File: src/sv/r2h_pkg.sv
// Shared widths, constants and types of the RGB to HSV converter.
package r2h_pkg;

  localparam int unsigned CH_W = 8;
  localparam int unsigned HUE_W = 15;
  localparam int unsigned SAT_W = 13;
  localparam int unsigned SAT_FRAC = 13;

  localparam int unsigned DEN_W = CH_W + 1;
  localparam int unsigned QUO_W = 15;
  localparam int unsigned NUM_W = DEN_W + QUO_W;
  localparam int unsigned DIV_STAGES = 5;
  localparam int unsigned DIV_BITS_PER_STAGE = QUO_W / DIV_STAGES;
  localparam int unsigned PIPE_STAGES = DIV_STAGES + 3;

  localparam int HUE_PER_SIXTY = 3840;
  localparam logic [HUE_W-1:0] HUE_FULL_TURN = HUE_W'(6 * HUE_PER_SIXTY);
  localparam logic [HUE_W-1:0] HUE_OFS_GREEN = HUE_W'(2 * HUE_PER_SIXTY);
  localparam logic [HUE_W-1:0] HUE_OFS_BLUE = HUE_W'(4 * HUE_PER_SIXTY);
  localparam logic [SAT_W-1:0] SAT_ONE = SAT_W'(4096);

  typedef enum logic [1:0] {
    SEC_RED   = 2'd0,
    SEC_GREEN = 2'd1,
    SEC_BLUE  = 2'd2
  } sector_e;

  typedef logic [NUM_W-1:0] div_word_t;
  typedef logic [DEN_W-1:0] div_den_t;

endpackage

File: src/sv/r2h_div_pipe.sv
// Pipelined restoring divider that retires three quotient bits in each stage.
module r2h_div_pipe (
  input  logic                             clk_i,
  input  logic [r2h_pkg::DIV_STAGES-1:0]   en_i,
  input  r2h_pkg::div_word_t               num_i,
  input  r2h_pkg::div_den_t                den_i,
  output logic [r2h_pkg::QUO_W-1:0]        quo_o
);
  import r2h_pkg::*;

  function automatic div_word_t div_step(input div_word_t w, input div_den_t d);
    logic [DEN_W:0] trial;
    logic [DEN_W:0] diff;
    div_word_t      res;
    trial = {w[NUM_W-1:QUO_W], w[QUO_W-1]};
    diff  = trial - {1'b0, d};
    if (trial >= {1'b0, d}) begin
      res = {diff[DEN_W-1:0], w[QUO_W-2:0], 1'b1};
    end else begin
      res = {trial[DEN_W-1:0], w[QUO_W-2:0], 1'b0};
    end
    return res;
  endfunction

  div_word_t w_q  [DIV_STAGES];
  div_den_t  d_q  [DIV_STAGES];
  div_word_t w_in [DIV_STAGES];
  div_den_t  d_in [DIV_STAGES];
  div_word_t w_d  [DIV_STAGES];

  always_comb begin
    w_in[0] = num_i;
    d_in[0] = den_i;
    for (int s = 1; s < DIV_STAGES; s++) begin
      w_in[s] = w_q[s-1];
      d_in[s] = d_q[s-1];
    end
  end

  always_comb begin
    for (int s = 0; s < DIV_STAGES; s++) begin
      w_d[s] = w_in[s];
      for (int b = 0; b < DIV_BITS_PER_STAGE; b++) begin
        w_d[s] = div_step(w_d[s], d_in[s]);
      end
    end
  end

  always_ff @(posedge clk_i) begin
    for (int s = 0; s < DIV_STAGES; s++) begin
      if (en_i[s]) begin
        w_q[s] <= w_d[s];
        d_q[s] <= d_in[s];
      end
    end
  end

  assign quo_o = w_q[DIV_STAGES-1][QUO_W-1:0];

endmodule

File: src/sv/rgb_to_hsv_converter.sv
// RGB to HSV converter top level with an eight-stage elastic pipeline.
// Throughput is one pixel per cycle while the output is not stalled; the five divider stages set the depth.
// A stalled output holds the run of full stages behind it up to the first empty stage, which still loads.
// Reset clears the valid bit of every stage; data registers are not reset.
module rgb_to_hsv_converter (
  input  logic                        clk_i,
  input  logic                        rst_ni,
  input  logic                        in_valid_i,
  output logic                        in_ready_o,
  input  logic [r2h_pkg::CH_W-1:0]    red_in_i,
  input  logic [r2h_pkg::CH_W-1:0]    green_in_i,
  input  logic [r2h_pkg::CH_W-1:0]    blue_in_i,
  output logic                        out_valid_o,
  input  logic                        out_ready_i,
  output logic [r2h_pkg::HUE_W-1:0]   hue_out_o,
  output logic [r2h_pkg::SAT_W-1:0]   saturation_out_o,
  output logic [r2h_pkg::CH_W-1:0]    value_out_o
);
  import r2h_pkg::*;

  localparam int unsigned ACC_W = NUM_W + 2;
  localparam int unsigned LAST = PIPE_STAGES - 1;
  localparam logic signed [ACC_W-1:0] HueSixty = ACC_W'(HUE_PER_SIXTY);

  typedef struct packed {
    logic [CH_W-1:0] mx;
    logic            zero;
  } side_t;

  logic [PIPE_STAGES-1:0] v_q;
  logic [PIPE_STAGES-1:0] en;
  side_t                  side_q [LAST];

  // Stage 0: maximum, minimum, sector and channel difference.
  logic [CH_W-1:0]        mx_d, mn_d, delta_d;
  logic signed [CH_W:0]   n_d;
  sector_e                sec_d;
  logic [CH_W-1:0]        delta0_q;
  logic signed [CH_W:0]   n0_q;
  sector_e                sec0_q;

  // Stage 1: numerators and divisors.
  logic [HUE_W-1:0]        k_d;
  logic [HUE_W+CH_W-1:0]   kd_d;
  logic signed [ACC_W-1:0] acc_d;
  div_word_t               hnum_d, snum_d, hnum_q, snum_q;
  div_den_t                hden_q, sden_q;

  logic [QUO_W-1:0] hquo, squo;
  logic [HUE_W-1:0] hue_d, hue_q;
  logic [SAT_W-1:0] sat_d, sat_q;
  logic [CH_W-1:0]  val_q;

  always_comb begin
    en[LAST] = !v_q[LAST] || out_ready_i;
    for (int k = int'(LAST) - 1; k >= 0; k--) begin
      en[k] = !v_q[k] || en[k+1];
    end
  end

  assign in_ready_o = en[0];

  always_ff @(posedge clk_i or negedge rst_ni) begin
    if (!rst_ni) begin
      v_q <= '0;
    end else begin
      if (en[0]) begin
        v_q[0] <= in_valid_i;
      end
      for (int k = 1; k < PIPE_STAGES; k++) begin
        if (en[k]) begin
          v_q[k] <= v_q[k-1];
        end
      end
    end
  end

  always_comb begin
    mx_d = red_in_i;
    if (green_in_i > mx_d) begin
      mx_d = green_in_i;
    end
    if (blue_in_i > mx_d) begin
      mx_d = blue_in_i;
    end
    mn_d = red_in_i;
    if (green_in_i < mn_d) begin
      mn_d = green_in_i;
    end
    if (blue_in_i < mn_d) begin
      mn_d = blue_in_i;
    end
    delta_d = mx_d - mn_d;
    if (red_in_i == mx_d) begin
      sec_d = SEC_RED;
      n_d   = $signed({1'b0, green_in_i}) - $signed({1'b0, blue_in_i});
    end else if (green_in_i == mx_d) begin
      sec_d = SEC_GREEN;
      n_d   = $signed({1'b0, blue_in_i}) - $signed({1'b0, red_in_i});
    end else begin
      sec_d = SEC_BLUE;
      n_d   = $signed({1'b0, red_in_i}) - $signed({1'b0, green_in_i});
    end
  end

  always_ff @(posedge clk_i) begin
    if (en[0]) begin
      delta0_q       <= delta_d;
      n0_q           <= n_d;
      sec0_q         <= sec_d;
      side_q[0].mx   <= mx_d;
      side_q[0].zero <= (delta_d == '0);
    end
  end

  always_comb begin
    case (sec0_q)
      SEC_RED:   k_d = n0_q[CH_W] ? HUE_FULL_TURN : '0;
      SEC_GREEN: k_d = HUE_OFS_GREEN;
      SEC_BLUE:  k_d = HUE_OFS_BLUE;
      default:   k_d = '0;
    endcase
    kd_d   = k_d * delta0_q;
    acc_d  = {{(ACC_W-CH_W-1){n0_q[CH_W]}}, n0_q} * HueSixty + $signed(ACC_W'(kd_d));
    hnum_d = {acc_d[NUM_W-2:0], 1'b0} + NUM_W'(delta0_q);
    snum_d = NUM_W'({delta0_q, {SAT_FRAC{1'b0}}}) + NUM_W'(side_q[0].mx);
  end

  always_ff @(posedge clk_i) begin
    if (en[1]) begin
      hnum_q    <= hnum_d;
      snum_q    <= snum_d;
      hden_q    <= {delta0_q, 1'b0};
      sden_q    <= {side_q[0].mx, 1'b0};
      side_q[1] <= side_q[0];
    end
    for (int k = 2; k < LAST; k++) begin
      if (en[k]) begin
        side_q[k] <= side_q[k-1];
      end
    end
  end

  r2h_div_pipe u_hue_div (
    .clk_i (clk_i),
    .en_i  (en[DIV_STAGES+1:2]),
    .num_i (hnum_q),
    .den_i (hden_q),
    .quo_o (hquo)
  );

  r2h_div_pipe u_sat_div (
    .clk_i (clk_i),
    .en_i  (en[DIV_STAGES+1:2]),
    .num_i (snum_q),
    .den_i (sden_q),
    .quo_o (squo)
  );

  always_comb begin
    if (side_q[LAST-1].zero) begin
      hue_d = '0;
      sat_d = '0;
    end else begin
      hue_d = (hquo >= HUE_FULL_TURN) ? hquo - HUE_FULL_TURN : hquo;
      sat_d = squo[SAT_W-1:0];
    end
  end

  always_ff @(posedge clk_i) begin
    if (en[LAST]) begin
      hue_q <= hue_d;
      sat_q <= sat_d;
      val_q <= side_q[LAST-1].mx;
    end
  end

  assign out_valid_o      = v_q[LAST];
  assign hue_out_o        = hue_q;
  assign saturation_out_o = sat_q;
  assign value_out_o      = val_q;

`ifndef SYNTHESIS
  a_accept_lands: assert property (@(posedge clk_i) disable iff (!rst_ni)
    in_valid_i && in_ready_o |=> v_q[0])
    else $error("Accepted transaction did not reach the first stage.");

  a_black_is_zero: assert property (@(posedge clk_i) disable iff (!rst_ni)
    out_valid_o && (value_out_o == '0) |-> (hue_out_o == '0) && (saturation_out_o == '0))
    else $error("Black pixel produced a non-zero hue or saturation.");

  a_grey_hue_zero: assert property (@(posedge clk_i) disable iff (!rst_ni)
    out_valid_o && (saturation_out_o == '0) |-> (hue_out_o == '0))
    else $error("Grey pixel produced a non-zero hue.");

  a_hue_range: assert property (@(posedge clk_i) disable iff (!rst_ni)
    out_valid_o |-> (hue_out_o < HUE_FULL_TURN))
    else $error("Hue reached a full turn.");

  a_sat_range: assert property (@(posedge clk_i) disable iff (!rst_ni)
    out_valid_o |-> (saturation_out_o <= SAT_ONE))
    else $error("Saturation exceeded one.");
`endif

endmodule

File: config.mk
export PLATFORM = sky130hd
export DESIGN_NAME = rgb_to_hsv_converter
export DESIGN_NICKNAME = d
export VERILOG_FILES = /design/src/sv/r2h_pkg.sv /design/src/sv/r2h_div_pipe.sv /design/src/sv/rgb_to_hsv_converter.sv
export SDC_FILE = /design/constraint.sdc
export NUM_CORES = 1
export LEC_CHECK = 0
export BUFFER_PORTS_ARGS = -buffer_cell sky130_fd_sc_hd__buf_2
export CORE_MARGIN = 1.5
export CORE_UTILIZATION = 35
export CTS_BUF_LIST = sky130_fd_sc_hd__clkbuf_2
export DETAILED_ROUTE_END_ITERATION = 16
export PLACE_DENSITY = 0.51
export SLEW_MARGIN = 0
export SYNTH_ARGS = -nofsm -noshare
export SYNTH_HDL_FRONTEND = slang
export SYNTH_SLANG_ARGS = --single-unit
File: constraint.sdc
create_clock -name clk_i -period 15.34 [get_ports clk_i]
set_input_delay 1.534 -clock clk_i [delete_from_list [all_inputs] [get_ports clk_i]]
set_output_delay 1.534 -clock clk_i [all_outputs]
set_load 0.01 [all_outputs]
# Yosys cells after proc, flatten, opt, wreduce, memory -nomap -nowiden
# Memory sizes are Yosys's and may differ from the RTL's. A register that Yosys moved wholly into a read port is not among the register bits.
# Index checks and enable logic that the tools add are counted.
# word_totals
input_bits,28
latchBits,0
mem_bits_rw,393
romBits,0
reg_bits,112
output_inout_bits,38
memories,5
elab_cells,173
# op_classes
eq_ne,4
addsub,38
order_cmp,35
mul,2
bitwise,0
n_reduce_logical,18
n_shift,0
muxes,54
div_mod_pow,0
# mem_list
memory,depth,width,rd,rd_clocked_by_memory_dff,wr,line_no,rtl
u_hue_div.w_q,5,24,5,0,5,r2h_div_pipe.sv:25,div_word_t w_q [DIV_STAGES];
u_sat_div.w_q,5,24,5,1,5,r2h_div_pipe.sv:25,
side_q,7,9,7,0,7,rgb_to_hsv_converter.sv:32,side_t side_q [LAST];
u_hue_div.d_q,5,9,4,0,5,r2h_div_pipe.sv:26,div_den_t d_q [DIV_STAGES];
u_sat_div.d_q,5,9,4,0,5,r2h_div_pipe.sv:26,
# ops
operator,count
24-bit two-way mux,30
10-bit by 9-bit >= comparator with 1-bit output,29
9-bit subtractor,29
15-bit one-hot mux with 3 select lines,1
8-bit two-way mux,4
15-bit two-way mux,2
8-bit by 8-bit subtractor with 9-bit output,3
"26-bit by 4-bit multiplier with 15-bit output, second input constant",1
24-bit by 8-bit adder with 24-bit output,1
23-bit adder,1
15-bit by 8-bit multiplier with 23-bit output,1
21-bit by 8-bit adder with 22-bit output,1
9-bit two-way mux,2
8-bit == test,2
8-bit > comparator,2
8-bit < comparator,2
"15-bit >= comparator, second input constant",1
"15-bit subtractor, second input constant",1
1-bit two-way mux,14
8-bit by 9-bit >= comparator with 1-bit output,1
8-bit by 9-bit subtractor with 9-bit output,1
1-bit zero test,8
8-bit zero test,1
1-bit logical OR,8
other kinds (5),5

# Longest topological paths before layout
# depth
ltp_word,11
ltp_mapped,32

# Hierarchy
# A second synthesis with hierarchy kept.
# unflattened
cells_unflattened,3087
area_unflattened_um2,33138.0
# modules_own_cells
module,cells_per_inst,instances,area_per_inst_um2
r2h_div_pipe at u_hue_div,1096,1,11421.0
r2h_div_pipe at u_sat_div,1050,1,11141.9
rgb_to_hsv_converter,941,1,10575.1

# Worst setup path after synthesis
# OpenSTA, ideal clock, no wires.
# synth_timing
path_type,input to register
from,input green_in_i[1] (netlist bit)
to,memory side_q[0][0] (netlist bit) (data pin)
arrival_ns,6.549
path_stages,25
t_required_ns,15.191
slack_ns,8.643
n_path_buf,2
cell_sequence,inv_1 -> ha_1 -> nor2b_1 -> o31a_1 -> o21ai_1 -> nand2_1 -> clkbuf_1 -> nor2_1 -> a21oi_1 -> ha_1 -> a21oi_1 -> o21ai_0 -> o21a_1 -> nor2_1 -> clkbuf_1 -> o21ai_0 -> fa_1 -> nor2b_1 -> o21ai_0 -> a21boi_0 -> nor2_1 -> nor4_1 -> o221a_2 -> or3b_2 -> mux2i_1
# synth_lines
element,line_no,rtl
"start, declared",rgb_to_hsv_converter.sv:11,"input logic [r2h_pkg::CH_W-1:0] green_in_i,"
"end, declared",rgb_to_hsv_converter.sv:32,

==> flow_summary.yaml <==
floorplan:
  core_area_sq_um: 77500
  die_w_um: 283
  initial_core_util_pct: 35.4
  ios: 66
  dieArea_sq_um: 80100
  rows: 102
  dieHeight_um: 283
timing:
  layout_worst_path_cycle_share_pct: 52.9
  fin_skew_ns: 0.114
  grt_setup_unrepaired: "false"
  maxSlewHeadroom_pct: 21.8
  drv_slew: 0
  setup_tns_ns: 0
  timing.fmax_mhz: 123
  finalSetupViolCount: 0
  worst_slew_pin_slew_ns: 1.17
  fin_crit_ns: 8.11
  hold_slack_ns: 0.319
  hold_viol_final: 0
detailed_routing:
  drtIter0Drc: 946
  drc: 0
  routed_wl_um: 64600
  vias: 20000
  firstDrtPassIters: 5
  ant_nets: 0
  wl_per_cell_um: 16.7
  viasPerCell: 5.16
logic_synthesis:
  synth_area_sq_um: 27400
  synthArstFlopShare_pct: 2.42
  synth_edf_count: 322
  yosysUniqueCellTypes: 86
  ys_seq_elements: 330
  syn_inst: 2641
  syn-num-nets: 3084
  ys_seq_area_share_pct: 36.0
  synth_flop_cell: "edfxtp_1"
  syn_area_per_cell_sq_um: 10.4
  synth_warnings: 0
cts:
  numCtsBuffers: 87
  cts_resized: 0
  cts.sinks: 330
  clkLatencyLatePin_ns: 1.05
  clk_path_buf_depth: 3
  cts_hold_buf: 0
  cts_tree: "done"
  clkTransAtPathRegs_ns: 0.10
  root_buffer: "clkbuf_2"
  postCtsSetupRepairBufs: 0
  htreeDepth: 3
grt:
  grt_usage_pct: 16.1
  grt_antenna_before_repair: 3
  grt_pass1_vias: 20700
  grt_overflow: 0
  grt_max_degree: 57
  grt_pass1_wl_um: 106000
layout:
  layout-drive-gt1-share_pct: 13.3
  final_nets: 3213
  syn2layout_area_growth_pct: 8.70
  regArea_sq_um: 9870
  fill_cells: 7645
  final_area_sq_um: 29800
  multi_input_area_sq_um: 16200
setup_path:
  path_common_cell: "inv_1"
  cp-end-kind: "flip-flop"
  critical_path_class: "flip-flop to flip-flop"
  path_max_fanout: 12
  crit_required_ns: 16.11
  slowest_delay_ns: 0.77
  worst_setup_path_start_kind: "flip-flop"
  crit_slowest_cell: "a221oi_2"
  critPathArrivalTime_ns: 8.88
placed_design:
  hpwlAfterDp_um: 52000
  post_dp_cell_area_sq_um: 29000
  port_buffers: 65
  gp_congestion: 0.900
job:
  drv_cap: 0
worst_hold_path:
  hold_class: "primary input to async pin"
run_status:
  status: "finished, final reports clean"
-- cells by family (layout without fill, tap and decap cells) --
kind of cell | Yosys count | count (layout) | synth area share, %
compound gates | 600 | 600 | 14.3
xor+xnor | 190 | 190 | 6.07
fa+ha+maj | 415 | 415 | 21.1
buf+inv | 353 | 549 | 4.94
flops | 330 | 330 | 36.0
mux | 163 | 163 | 6.53
other cells | 0 | 5 | 0
simple gates | 590 | 590 | 11.1
-- per-layer routing --
metal / global-route usage (%) / share of wire, % / up-vias
met5: 0 / 0.014 / -
met3: 3.03 / 4.0 / 122
met4: 5.51 / 2.7 / 2
li1: - / - / 9866
met2: 27.6 / 48 / 414
met1: 20.2 / 45 / 9636
-- flip-flops by register name, summed over array words and instances (netlist names) --
signal            count
v_q                   8
value_out_o           8
sden_q                7
side_q               44
sec0_q                2
u_sat_div.d_q         2
delta0_q              8
snum_q                1
saturation_out_o     13
u_hue_div.w_q       109
hue_out_o            15
u_hue_div.d_q         5
u_sat_div.w_q        76
hnum_q               23
n0_q                  9
-- worst max-delay path, delay by kind of cell, from the launching register on --
family	cells	cell delay, ns
compound gates	13	3.80
simple gates	5	1.50
fa+ha+maj	3	0.93
buf+inv	5	0.88
flops	1	0.47
mux	1	0.31
-- cell usage after synthesis (17+ instances only) --
| cell | count | area share, % |
|---|---|---|
| clkbuf_1 | 20 | 0.27 |
| fa_1 | 80 | 5.8 |
| nand2_1 | 128 | 1.8 |
| o21a_1 | 28 | 0.77 |
| a21o_1 | 82 | 2.2 |
| edfxtp_1 | 322 | 35 |
| o21bai_1 | 22 | 0.60 |
| a21boi_0 | 17 | 0.47 |
| xnor2_1 | 131 | 4.2 |
| nand2b_1 | 31 | 0.71 |
| nand4_1 | 37 | 0.84 |
| mux2i_1 | 36 | 1.3 |
| nor3_1 | 49 | 0.89 |
| a21oi_1 | 173 | 3.2 |
| nor2b_1 | 89 | 2.0 |
| xor2_1 | 59 | 1.9 |
| nor2_1 | 121 | 1.7 |
| ha_1 | 335 | 15 |
| nand3_1 | 35 | 0.64 |
| inv_1 | 315 | 4.3 |
| o21ai_0 | 124 | 2.3 |
| mux2_2 | 127 | 5.2 |
| and2_1 | 35 | 0.80 |
-- layout make-up --
| type | instances | share of cell area, % |
|---|---|---|
| diodes | 5 | 0.0420 |
| clock buffers | 125 | 2.10 |
| clock inverters | 31 | 0.634 |
| inverters | 316 | 3.98 |
| multi-input cells | 1958 | 54.4 |
| flip-flops and latches | 330 | 33.1 |
| well taps | 1040 | 4.36 |
| repair buffers | 77 | 1.39 |
-- metrics by stage --
step	worst slack [ns]	std cells	util [%]
after floorplan	8.64	2641	-
after global placement	7.29	3721	37.4
after detailed placement	7.17	3721	37.4
after CTS	7.39	3877	38.5
after global routing	6.74	3882	38.5
final	7.23	3882	38.5
-- worst paths after layout --
| kind | end | slack, ns | cells past startpoint | startpoint |
|---|---|---|---|---|
| setup reg to reg | u_sat_div.w_q[2][23] | 7.23 | 27 | side_q[3][2] |
| max in group asynchronous | v_q[1] | 14.73 | 1 | rst_ni |
| hold reg to reg | u_sat_div.w_q[1][3] | 0.32 | 0 | u_sat_div.w_q[0][0] |
| hold / removal | v_q[6] | 0.32 | 1 | rst_ni |
| min in group clk_i | u_sat_div.w_q[1][3] | 0.32 | 0 | u_sat_div.w_q[0][0] |
| setup / recovery | u_sat_div.w_q[2][23] | 7.23 | 27 | side_q[3][2] |
-- layout by cell type (no fill, tap or decap), types with 80 or more instances in the layout --
cell type  count
a21o_1        82
a21oi_1      173
clkbuf_2     125
edfxtp_1     322
fa_1          80
ha_1         335
inv_1        314
mux2_2       127
nand2_1      126
nor2_1       121
nor2b_1       89
o21ai_0      124
xnor2_1      131
Power is not shown: default switching activity piles up to over one toggle a cycle in this logic, so the estimate is an artifact.
